File: src/rtl/dcc_pkg.sv
// constants, stage types and small tables for the day number / civil date converter
package dcc_pkg;

   localparam int unsigned NUM_STAGES   = 11;

   localparam int unsigned DAYS_PER_ERA = 146097;
   localparam int unsigned YEARS_PER_ERA = 400;
   localparam int unsigned DAYS_PER_YEAR = 365;
   localparam int unsigned MONTH_BIAS_LOW = 9;
   localparam int unsigned MONTH_BIAS_HIGH = 3;

   // day count of 1970-01-01 measured from one era before 0000-03-01
   localparam int unsigned EPOCH_OFFSET = 865565;
   // added to a signed day count so it stays positive and keeps (count + 4) mod 7
   localparam int unsigned WEEK_BIAS    = 4194306;
   localparam int unsigned WEEK_SHIFTED = 3;

   localparam logic signed [22:0] SPAN_LOW  = -23'sd719528;
   localparam logic signed [22:0] SPAN_HIGH = 23'sd2932896;

   localparam int unsigned ERA_SHIFT  = 41;
   localparam int unsigned Y400_SHIFT = 24;
   localparam int unsigned D1460_SHIFT = 29;
   localparam int unsigned D36524_SHIFT = 34;
   localparam int unsigned D365_SHIFT = 27;
   localparam int unsigned D153_SHIFT = 19;

   localparam longint unsigned Div1460  = 1460;
   localparam longint unsigned Div36524 = 36524;
   localparam longint unsigned Div153   = 153;
   localparam longint unsigned DivEra   = 146097;
   localparam longint unsigned DivYears = 400;
   localparam longint unsigned DivYear  = 365;

   localparam logic [23:0] ERA_RECIP =
      24'(((64'd1 << ERA_SHIFT) + DivEra - 64'd1) / DivEra);
   localparam logic [15:0] Y400_RECIP =
      16'(((64'd1 << Y400_SHIFT) + DivYears - 64'd1) / DivYears);
   localparam logic [18:0] D1460_RECIP =
      19'(((64'd1 << D1460_SHIFT) + Div1460 - 64'd1) / Div1460);
   localparam logic [18:0] D36524_RECIP =
      19'(((64'd1 << D36524_SHIFT) + Div36524 - 64'd1) / Div36524);
   localparam logic [18:0] D365_RECIP =
      19'(((64'd1 << D365_SHIFT) + DivYear - 64'd1) / DivYear);
   localparam logic [11:0] D153_RECIP =
      12'(((64'd1 << D153_SHIFT) + Div153 - 64'd1) / Div153);

   localparam logic [17:0] LAST_DAY_OF_ERA = 18'd146096;

   typedef struct packed {
      logic signed [22:0] count;
      logic [2:0]         wday;
      logic               err;
   } tail_type;

   typedef struct packed {
      logic               is_date;
      logic [14:0]        ypl;
      logic [5:0]         era;
      logic signed [9:0]  doy;
      logic signed [22:0] count;
      logic [22:0]        zp;
      logic               err;
      logic [23:0]        wa;
   } front1_type;

   typedef struct packed {
      logic               is_date;
      logic [8:0]         yoe;
      logic [22:0]        era_days;
      logic signed [9:0]  doy;
      logic signed [22:0] count;
      logic [22:0]        zp;
      logic               err;
      logic [23:0]        wa;
   } front2_type;

   typedef struct packed {
      logic [22:0]        zp;
      logic signed [22:0] count;
      logic [23:0]        wa;
      logic               err;
   } front3_type;

   typedef struct packed {
      logic [5:0]         era;
      logic [22:0]        zp;
      logic signed [22:0] count;
      logic [5:0]         wsum;
      logic               err;
   } era_stage_type;

   typedef struct packed {
      logic [17:0] doe;
      logic [13:0] ybase;
      tail_type    tail;
   } doe_stage_type;

   typedef struct packed {
      logic [17:0] doe;
      logic [6:0]  q1;
      logic [2:0]  q2;
      logic        q3;
      logic [13:0] ybase;
      tail_type    tail;
   } quot_stage_type;

   typedef struct packed {
      logic [17:0] doe;
      logic [17:0] t;
      logic [13:0] ybase;
      tail_type    tail;
   } adj_stage_type;

   typedef struct packed {
      logic [17:0] doe;
      logic [8:0]  yoe;
      logic [13:0] ybase;
      tail_type    tail;
   } yoe_stage_type;

   typedef struct packed {
      logic [8:0]  doy;
      logic [13:0] year;
      tail_type    tail;
   } doy_stage_type;

   typedef struct packed {
      logic [8:0]  doy;
      logic [3:0]  mp;
      logic [13:0] year;
      tail_type    tail;
   } mp_stage_type;

   typedef struct packed {
      logic signed [22:0] count;
      logic [13:0]        year;
      logic [3:0]         month;
      logic [4:0]         mday;
      logic [2:0]         wday;
      logic               err;
   } result_type;

   // days from march 1 to the first of the month, months counted from march
   function automatic logic [8:0] month_start(input logic [3:0] mp);
      logic [8:0] days;
      case (mp)
         4'd0:    days = 9'd0;
         4'd1:    days = 9'd31;
         4'd2:    days = 9'd61;
         4'd3:    days = 9'd92;
         4'd4:    days = 9'd122;
         4'd5:    days = 9'd153;
         4'd6:    days = 9'd184;
         4'd7:    days = 9'd214;
         4'd8:    days = 9'd245;
         4'd9:    days = 9'd275;
         4'd10:   days = 9'd306;
         4'd11:   days = 9'd337;
         4'd12:   days = 9'd367;
         default: days = 9'd0;
      endcase
      return days;
   endfunction

   function automatic logic [1:0] centuries(input logic [8:0] yoe);
      logic [1:0] c;
      if (yoe >= 9'd300) begin
         c = 2'd3;
      end else if (yoe >= 9'd200) begin
         c = 2'd2;
      end else if (yoe >= 9'd100) begin
         c = 2'd1;
      end else begin
         c = 2'd0;
      end
      return c;
   endfunction

endpackage

File: src/rtl/day_number_civil_date_conversion.sv
// top level of the day number / civil date converter pipeline
//
// usage:
//   req channel: req_valid / req_ready, one beat per conversion. req_type 0
//   turns req_day_count_in (days since 1970-01-01) into a civil date; req_type 1
//   turns req_year_in, req_month_in, req_mday_in into a day count.
//   rsp channel: rsp_valid / rsp_ready, one beat per request in request order,
//   with day count, year, month, day of month, weekday (sunday 0) and
//   rsp_range_error for a day count outside years 0 to 9999.
//   stages: eleven register stages, st0 to st10; a beat accepted on req moves
//   through them in order and is offered on rsp from st10.
//   throughput: one beat per cycle while rsp_ready stays high; the era, year of
//   era and month index multiplies are each given a stage of their own.
//   stall: each stage holds its beat while the next one is full and stalled;
//   empty stages keep filling, so req_ready only drops once every stage holds
//   a beat and rsp_ready is low.
//   reset: synchronous, clears all stage valid bits; no beats in flight.
module day_number_civil_date_conversion (
   input  logic               clock,
   input  logic               reset,
   input  logic               req_valid,
   output logic               req_ready,
   input  logic               req_type,
   input  logic signed [22:0] req_day_count_in,
   input  logic [13:0]        req_year_in,
   input  logic [3:0]         req_month_in,
   input  logic [4:0]         req_mday_in,
   output logic               rsp_valid,
   input  logic               rsp_ready,
   output logic signed [22:0] rsp_day_count_out,
   output logic [13:0]        rsp_year_out,
   output logic [3:0]         rsp_month_out,
   output logic [4:0]         rsp_mday_out,
   output logic [2:0]         rsp_weekday,
   output logic               rsp_range_error
);
   import dcc_pkg::*;

   logic [NUM_STAGES-1:0] valid_ff;
   logic [NUM_STAGES-1:0] valid_in;
   logic [NUM_STAGES-1:0] stage_en;

   front1_type     st0_ff, st0_in;
   front2_type     st1_ff, st1_in;
   front3_type     st2_ff, st2_in;
   era_stage_type  st3_ff, st3_in;
   doe_stage_type  st4_ff, st4_in;
   quot_stage_type st5_ff, st5_in;
   adj_stage_type  st6_ff, st6_in;
   yoe_stage_type  st7_ff, st7_in;
   doy_stage_type  st8_ff, st8_in;
   mp_stage_type   st9_ff, st9_in;
   result_type     st10_ff, st10_in;

   // stage handshake
   always_comb begin
      stage_en[NUM_STAGES-1] = !valid_ff[NUM_STAGES-1] || rsp_ready;
      for (int k = NUM_STAGES - 2; k >= 0; k--) begin
         stage_en[k] = !valid_ff[k] || stage_en[k+1];
      end
      valid_in[0] = stage_en[0] ? req_valid : valid_ff[0];
      for (int k = 1; k < NUM_STAGES; k++) begin
         valid_in[k] = stage_en[k] ? valid_ff[k-1] : valid_ff[k];
      end
   end

   assign req_ready = stage_en[0];
   assign rsp_valid = valid_ff[NUM_STAGES-1];

   always_ff @(posedge clock) begin
      if (reset) begin
         valid_ff <= '0;
      end else begin
         valid_ff <= valid_in;
      end
   end

   // front stage 1: era of the year, month offset, day count side
   logic        lt3;
   logic [30:0] y400_prod;
   logic [3:0]  shift_m;
   always_comb begin
      lt3 = (req_month_in <= 4'd2);
      st0_in.is_date = req_type;
      st0_in.ypl = 15'(req_year_in) + 15'(YEARS_PER_ERA) - 15'(lt3);
      y400_prod = 31'(st0_in.ypl) * 31'(Y400_RECIP);
      st0_in.era = 6'(y400_prod >> Y400_SHIFT);
      shift_m = lt3 ? req_month_in + 4'(MONTH_BIAS_LOW)
                    : req_month_in - 4'(MONTH_BIAS_HIGH);
      st0_in.doy = $signed(10'(month_start(shift_m)) + 10'(req_mday_in) - 10'd1);
      st0_in.count = req_day_count_in;
      st0_in.zp = 23'(req_day_count_in) + 23'(EPOCH_OFFSET);
      st0_in.err = (req_day_count_in < SPAN_LOW) || (req_day_count_in > SPAN_HIGH);
      st0_in.wa = {req_day_count_in[22], req_day_count_in} + 24'(WEEK_BIAS);
   end

   // front stage 2: year of era and days of whole eras
   always_comb begin
      st1_in.is_date = st0_ff.is_date;
      st1_in.yoe = 9'(st0_ff.ypl - 15'(st0_ff.era) * 15'(YEARS_PER_ERA));
      st1_in.era_days = 23'(st0_ff.era) * 23'(DAYS_PER_ERA);
      st1_in.doy = st0_ff.doy;
      st1_in.count = st0_ff.count;
      st1_in.zp = st0_ff.zp;
      st1_in.err = st0_ff.err;
      st1_in.wa = st0_ff.wa;
   end

   // front stage 3: day number of the date, merge of both directions
   logic [23:0] zp_sum;
   logic [22:0] zp_date;
   always_comb begin
      zp_sum = 24'(st1_ff.era_days) + 24'(st1_ff.yoe) * 24'(DAYS_PER_YEAR)
             + 24'(st1_ff.yoe >> 2) - 24'(centuries(st1_ff.yoe))
             + {{14{st1_ff.doy[9]}}, st1_ff.doy};
      zp_date = 23'(zp_sum);
      if (st1_ff.is_date) begin
         st2_in.zp = zp_date;
         st2_in.count = $signed(zp_date - 23'(EPOCH_OFFSET));
         st2_in.wa = 24'(zp_date) + 24'(WEEK_SHIFTED);
         st2_in.err = 1'b0;
      end else begin
         st2_in.zp = st1_ff.zp;
         st2_in.count = st1_ff.count;
         st2_in.wa = st1_ff.wa;
         st2_in.err = st1_ff.err;
      end
   end

   // era of the day number, octal digit sum for the weekday
   logic [46:0] era_prod;
   always_comb begin
      era_prod = 47'(st2_ff.zp) * 47'(ERA_RECIP);
      st3_in.era = 6'(era_prod >> ERA_SHIFT);
      st3_in.zp = st2_ff.zp;
      st3_in.count = st2_ff.count;
      st3_in.err = st2_ff.err;
      st3_in.wsum = 6'(st2_ff.wa[2:0]) + 6'(st2_ff.wa[5:3]) + 6'(st2_ff.wa[8:6])
                  + 6'(st2_ff.wa[11:9]) + 6'(st2_ff.wa[14:12]) + 6'(st2_ff.wa[17:15])
                  + 6'(st2_ff.wa[20:18]) + 6'(st2_ff.wa[23:21]);
   end

   // day of era, base year, weekday fold
   logic [3:0] wfold;
   always_comb begin
      st4_in.doe = 18'(st3_ff.zp - 23'(st3_ff.era) * 23'(DAYS_PER_ERA));
      st4_in.ybase = 14'(st3_ff.era) * 14'(YEARS_PER_ERA) - 14'(YEARS_PER_ERA);
      wfold = 4'(st3_ff.wsum[5:3]) + 4'(st3_ff.wsum[2:0]);
      if (wfold >= 4'd14) begin
         st4_in.tail.wday = 3'd0;
      end else if (wfold >= 4'd7) begin
         st4_in.tail.wday = 3'(wfold - 4'd7);
      end else begin
         st4_in.tail.wday = 3'(wfold);
      end
      st4_in.tail.count = st3_ff.count;
      st4_in.tail.err = st3_ff.err;
   end

   // leap corrections of the day of era
   logic [36:0] q1_prod;
   logic [36:0] q2_prod;
   always_comb begin
      q1_prod = 37'(st4_ff.doe) * 37'(D1460_RECIP);
      q2_prod = 37'(st4_ff.doe) * 37'(D36524_RECIP);
      st5_in.doe = st4_ff.doe;
      st5_in.q1 = 7'(q1_prod >> D1460_SHIFT);
      st5_in.q2 = 3'(q2_prod >> D36524_SHIFT);
      st5_in.q3 = (st4_ff.doe == LAST_DAY_OF_ERA);
      st5_in.ybase = st4_ff.ybase;
      st5_in.tail = st4_ff.tail;
   end

   always_comb begin
      st6_in.doe = st5_ff.doe;
      st6_in.t = st5_ff.doe - 18'(st5_ff.q1) + 18'(st5_ff.q2) - 18'(st5_ff.q3);
      st6_in.ybase = st5_ff.ybase;
      st6_in.tail = st5_ff.tail;
   end

   // year of era
   logic [36:0] yoe_prod;
   always_comb begin
      yoe_prod = 37'(st6_ff.t) * 37'(D365_RECIP);
      st7_in.doe = st6_ff.doe;
      st7_in.yoe = 9'(yoe_prod >> D365_SHIFT);
      st7_in.ybase = st6_ff.ybase;
      st7_in.tail = st6_ff.tail;
   end

   // day of year from march 1
   always_comb begin
      st8_in.doy = 9'(st7_ff.doe - (18'(st7_ff.yoe) * 18'(DAYS_PER_YEAR)
                 + 18'(st7_ff.yoe >> 2) - 18'(centuries(st7_ff.yoe))));
      st8_in.year = st7_ff.ybase + 14'(st7_ff.yoe);
      st8_in.tail = st7_ff.tail;
   end

   // month index from march
   logic [10:0] mp_arg;
   logic [22:0] mp_prod;
   always_comb begin
      mp_arg = 11'(st8_ff.doy) * 11'd5 + 11'd2;
      mp_prod = 23'(mp_arg) * 23'(D153_RECIP);
      st9_in.doy = st8_ff.doy;
      st9_in.mp = 4'(mp_prod >> D153_SHIFT);
      st9_in.year = st8_ff.year;
      st9_in.tail = st8_ff.tail;
   end

   // civil month, day and year, out of span clears the date
   logic [3:0] month_c;
   always_comb begin
      month_c = (st9_ff.mp < 4'd10) ? st9_ff.mp + 4'(MONTH_BIAS_HIGH)
                                    : st9_ff.mp - 4'(MONTH_BIAS_LOW);
      st10_in.count = st9_ff.tail.count;
      st10_in.wday = st9_ff.tail.wday;
      st10_in.err = st9_ff.tail.err;
      if (st9_ff.tail.err) begin
         st10_in.year = '0;
         st10_in.month = '0;
         st10_in.mday = '0;
      end else begin
         st10_in.year = st9_ff.year + 14'(month_c <= 4'd2);
         st10_in.month = month_c;
         st10_in.mday = 5'(st9_ff.doy - month_start(st9_ff.mp) + 9'd1);
      end
   end

   always_ff @(posedge clock) begin
      if (stage_en[0]) st0_ff <= st0_in;
      if (stage_en[1]) st1_ff <= st1_in;
      if (stage_en[2]) st2_ff <= st2_in;
      if (stage_en[3]) st3_ff <= st3_in;
      if (stage_en[4]) st4_ff <= st4_in;
      if (stage_en[5]) st5_ff <= st5_in;
      if (stage_en[6]) st6_ff <= st6_in;
      if (stage_en[7]) st7_ff <= st7_in;
      if (stage_en[8]) st8_ff <= st8_in;
      if (stage_en[9]) st9_ff <= st9_in;
      if (stage_en[10]) st10_ff <= st10_in;
   end

   assign rsp_day_count_out = st10_ff.count;
   assign rsp_year_out = st10_ff.year;
   assign rsp_month_out = st10_ff.month;
   assign rsp_mday_out = st10_ff.mday;
   assign rsp_weekday = st10_ff.wday;
   assign rsp_range_error = st10_ff.err;

endmodule
File: config.mk
export PLATFORM = sky130hd
export DESIGN_NAME = day_number_civil_date_conversion
export DESIGN_NICKNAME = d
export VERILOG_FILES = /design/src/rtl/dcc_pkg.sv /design/src/rtl/day_number_civil_date_conversion.sv
export SDC_FILE = /design/constraint.sdc
export NUM_CORES = 2
export LEC_CHECK = 0
export BUFFER_PORTS_ARGS = -buffer_cell sky130_fd_sc_hd__buf_2
export CORE_ASPECT_RATIO = 1.5
export CORE_MARGIN = 10
export CORE_UTILIZATION = 59
export CTS_CLUSTER_SIZE = 24
export DETAILED_ROUTE_END_ITERATION = 10
export PLACE_DENSITY_LB_ADDON = 0.25
export SLEW_MARGIN = 30
export SYNTH_ARGS = -nofsm -noshare
export SYNTH_HDL_FRONTEND = slang
export SYNTH_SLANG_ARGS = --single-unit
File: constraint.sdc
create_clock -name clock -period 11.18 [get_ports clock]
set_clock_uncertainty 0.15 [all_clocks]
set_input_delay 2.236 -clock clock [delete_from_list [all_inputs] [get_ports clock]]
set_output_delay 2.236 -clock clock [all_outputs]
set_load 0.05 [all_outputs]
==> metrics.yaml <==
synthesis:
  synth_top_family_by_area: "adder cells"
  ys_ff_latch: 739
  yosysSeqAreaShare_pct: 32.6
  syn-num-nets: 7600
  syn-cell-area_um2: 67600
  synth-compound-area-share_pct: 4.67
  syn-mean-instance-area_um2: 12.2
  postSynthCellCount: 5533
  yosysWarnings: 0
  yosysMostFrequentCell: "inv_1"
  synthXorXnorAreaFrac_pct: 3.87
  synth_edf_count: 723
  synth.area.mux_share_pct: 0.607
  yosys.area_share.simple_pct: 4.21
  yosysTopAreaCellShare_pct: 32.1
  synth_cell_types: 86
  synth_area_leader_cell: "edfxtp_1"
  yosys-top-cells-area: "edfxtp_1 32%, fa_1 24%, ha_1 22%"
  synthAdderAreaFrac_pct: 46.3
  synth_flop_cell: "edfxtp_1"
  yosys-top-cells-count: "1348 x inv_1, 1205 x ha_1, 811 x fa_1"
  async_reset_ff_share_pct: 0
placement:
  globalplace.congestion: 0.938
  dp_hpwl_mm: 114
  placed_area_um2: 70100
  io_buffer_count: 102
sta:
  max_freq_mhz: 101
  hold_violations: 0
  period_minus_slack_ns: 9.92
  relSlewSlack_pct: 36.1
  rsz0062_at_grt: "no"
  fin_crit_sh_pct: 88.7
  tightest_slew_ns: 0.959
  setup_tns_ns: 0
  slew_viol_final: 0
  setup_viol: 0
detailed_routing:
  vias_per_cell: 5.40
  drc: 0
  wire_per_inst_um: 18.8
  firstDrtPassIters: 5
  route.vias.total: 39060
  routed_wl_mm: 136
  ant_nets: 0
  drt_iter0_markers: 1489
global_route:
  grt_pass1_vias: 43320
  grt_max_degree: 101
  track_usage_pct: 22.2
  grt_pass1_wl_mm: 223
  grt.overflow.total: 0
  grt_antenna_before_repair: 0
die:
  floorplan.rows: 152
  die_h_um: 435
  coreArea_um2: 114000
  pin_count: 103
  start_util_pct: 59.2
  die_x_um: 296
  die_area_um2: 129000
setup_path:
  cp_max_fo: 10
  r2r_cells: 33
  crit_top_cell: "fa_1"
  r2r-start: "st8_ff[42]"
  crit_path_top_delay_cell: "a2111oi_1"
  crit_path_start: "req_month_in[1]"
  path_class: "primary input to flip-flop"
  crit_arrival_ns: 10.17
  endpoint: "st0_ff[86]"
  worstPathRequired_ns: 11.42
  rrSetupSlack_ns: 3.04
  cp-start-kind: "primary input"
  end_kind: "flip-flop"
  max_stage_delay_ns: 0.57
hold_path:
  worst_hold_path_type: "flip-flop to flip-flop"
clock_tree:
  clk_latency_ns: 0.68
  clockRootBuffer: "clkbuf_16"
  htreeDepth: 3
  cts.path.max_buffers: 3
  clock-sinks: 739
  cts-hold-fix-buffers: 0
  clk_pin_slew_ns: 0.06
  post_cts_resized: 0
  post_cts_buffers: 0
  cts_buffers: 74
  cts_tree: "built"
job:
  cap_violations: 0
run_status:
  status: "finished, final reports clean"
cells_and_area:
  stdcell_area_um2: 72600
  area_growth_pct: 7.40
  fill_cells: 8822
  fin_nets: 7773
  layout-drive-gt1-share_pct: 5.98
-- critical path: cells and delay by family --
| kind | cells | cell delay, ns |
|---|---|---|
| AO/OA/AOI/OAI | 12 | 2.67 |
| buffers and inverters | 7 | 0.74 |
| AND/OR/NAND/NOR | 8 | 1.04 |
| XOR/XNOR | 2 | 0.43 |
| adder cells (fa/ha/maj) | 9 | 3.04 |
-- area by class of cell --
cell class	count	area, µm²	area share, %
multi-input cells	3406	40400	55.6
flip-flops and latches	739	22000	30.3
inverters	1349	5070	6.98
clock buffers	84	1910	2.63
well taps	1463	1830	2.52
repair buffers	136	773	1.07
clock inverters	51	604	0.832
diodes	1	2.50	0.00345
-- registers in the layout, indices dropped and copies added, names as in the netlist, named ones only --
| signal | cells |
|---|---|
| st1_ff | 113 |
| st8_ff | 50 |
| rsp_weekday | 3 |
| st3_ff | 54 |
| st4_ff | 55 |
| rsp_range_error | 1 |
| st5_ff | 66 |
| st0_ff | 96 |
| valid_ff | 11 |
| st9_ff | 23 |
| rsp_month_out | 4 |
| rsp_year_out | 14 |
| st2_ff | 70 |
| rsp_day_count_out | 23 |
| rsp_mday_out | 5 |
| st6_ff | 64 |
| st10_in | 27 |
| st7_ff | 55 |
-- worst min path at each step --
stage,startpoint,end,cells past startpoint
floorplan,st10_in[27],rsp_day_count_out[0],0
global placement,st7_ff[12],st8_ff[12],0
detailed placement,st10_in[44],rsp_day_count_out[17],0
CTS,st3_ff[21],st4_ff[18],0
global route,st5_ff[16],st6_ff[16],0
finish,st3_ff[21],st4_ff[18],0
-- layer usage --
layer / track usage, % / wire [µm] / up-vias / part of all wire (%)
met5: 0 / 0 / - / 0
met4: 10.4 / 6830 / 0 / 5.0
met3: 2.37 / 3780 / 323 / 2.8
met2: 43.5 / 77300 / 699 / 57
met1: 23.3 / 48300 / 19567 / 35
li1: - / - / 18471 / -
-- cell families (layout without fill, tap and decap cells) --
group	count (synthesis)	in the layout
buf+inv	1388	1620
fa+ha+maj	2016	2016
mux	37	37
compound gates	484	484
simple gates	572	572
other cells	0	1
flops	739	739
xor+xnor	297	297
-- placed cells by master, fill, tap and decap left out, drive strengths merged, types with 16 or more instances in the layout --
cell type	count
xor2	91
fa	811
nand2b	19
xnor2	206
ha	1205
o21bai	20
o21ai	91
clkinv	29
a21oi	164
o21a	26
a211oi	22
nor2	175
dfxtp	16
a21o	54
clkbuf	84
mux2	32
nor3	48
edfxtp	723
buf	136
nand4	31
a31oi	18
and3	20
or3	20
inv	1354
nand2	102
nor2b	34
nand3	63
-- per-stage QoR --
step / setup WS [ns] / hold slack [ns] / cells / util, %
after floorplan: 0.393 / 0.250 / 5533 / -
after global placement: 0.364 / 0.250 / 7093 / 61.4
after detailed placement: 0.356 / 0.255 / 7093 / 61.4
after CTS: 1.02 / 0.229 / 7228 / 63.6
after global routing: 0.559 / 0.244 / 7228 / 63.6
final: 1.26 / 0.230 / 7229 / 63.6
Power is left out: the tool's default activity adds up to more than one toggle a clock period on the data nets, which glitch-free logic cannot reach.
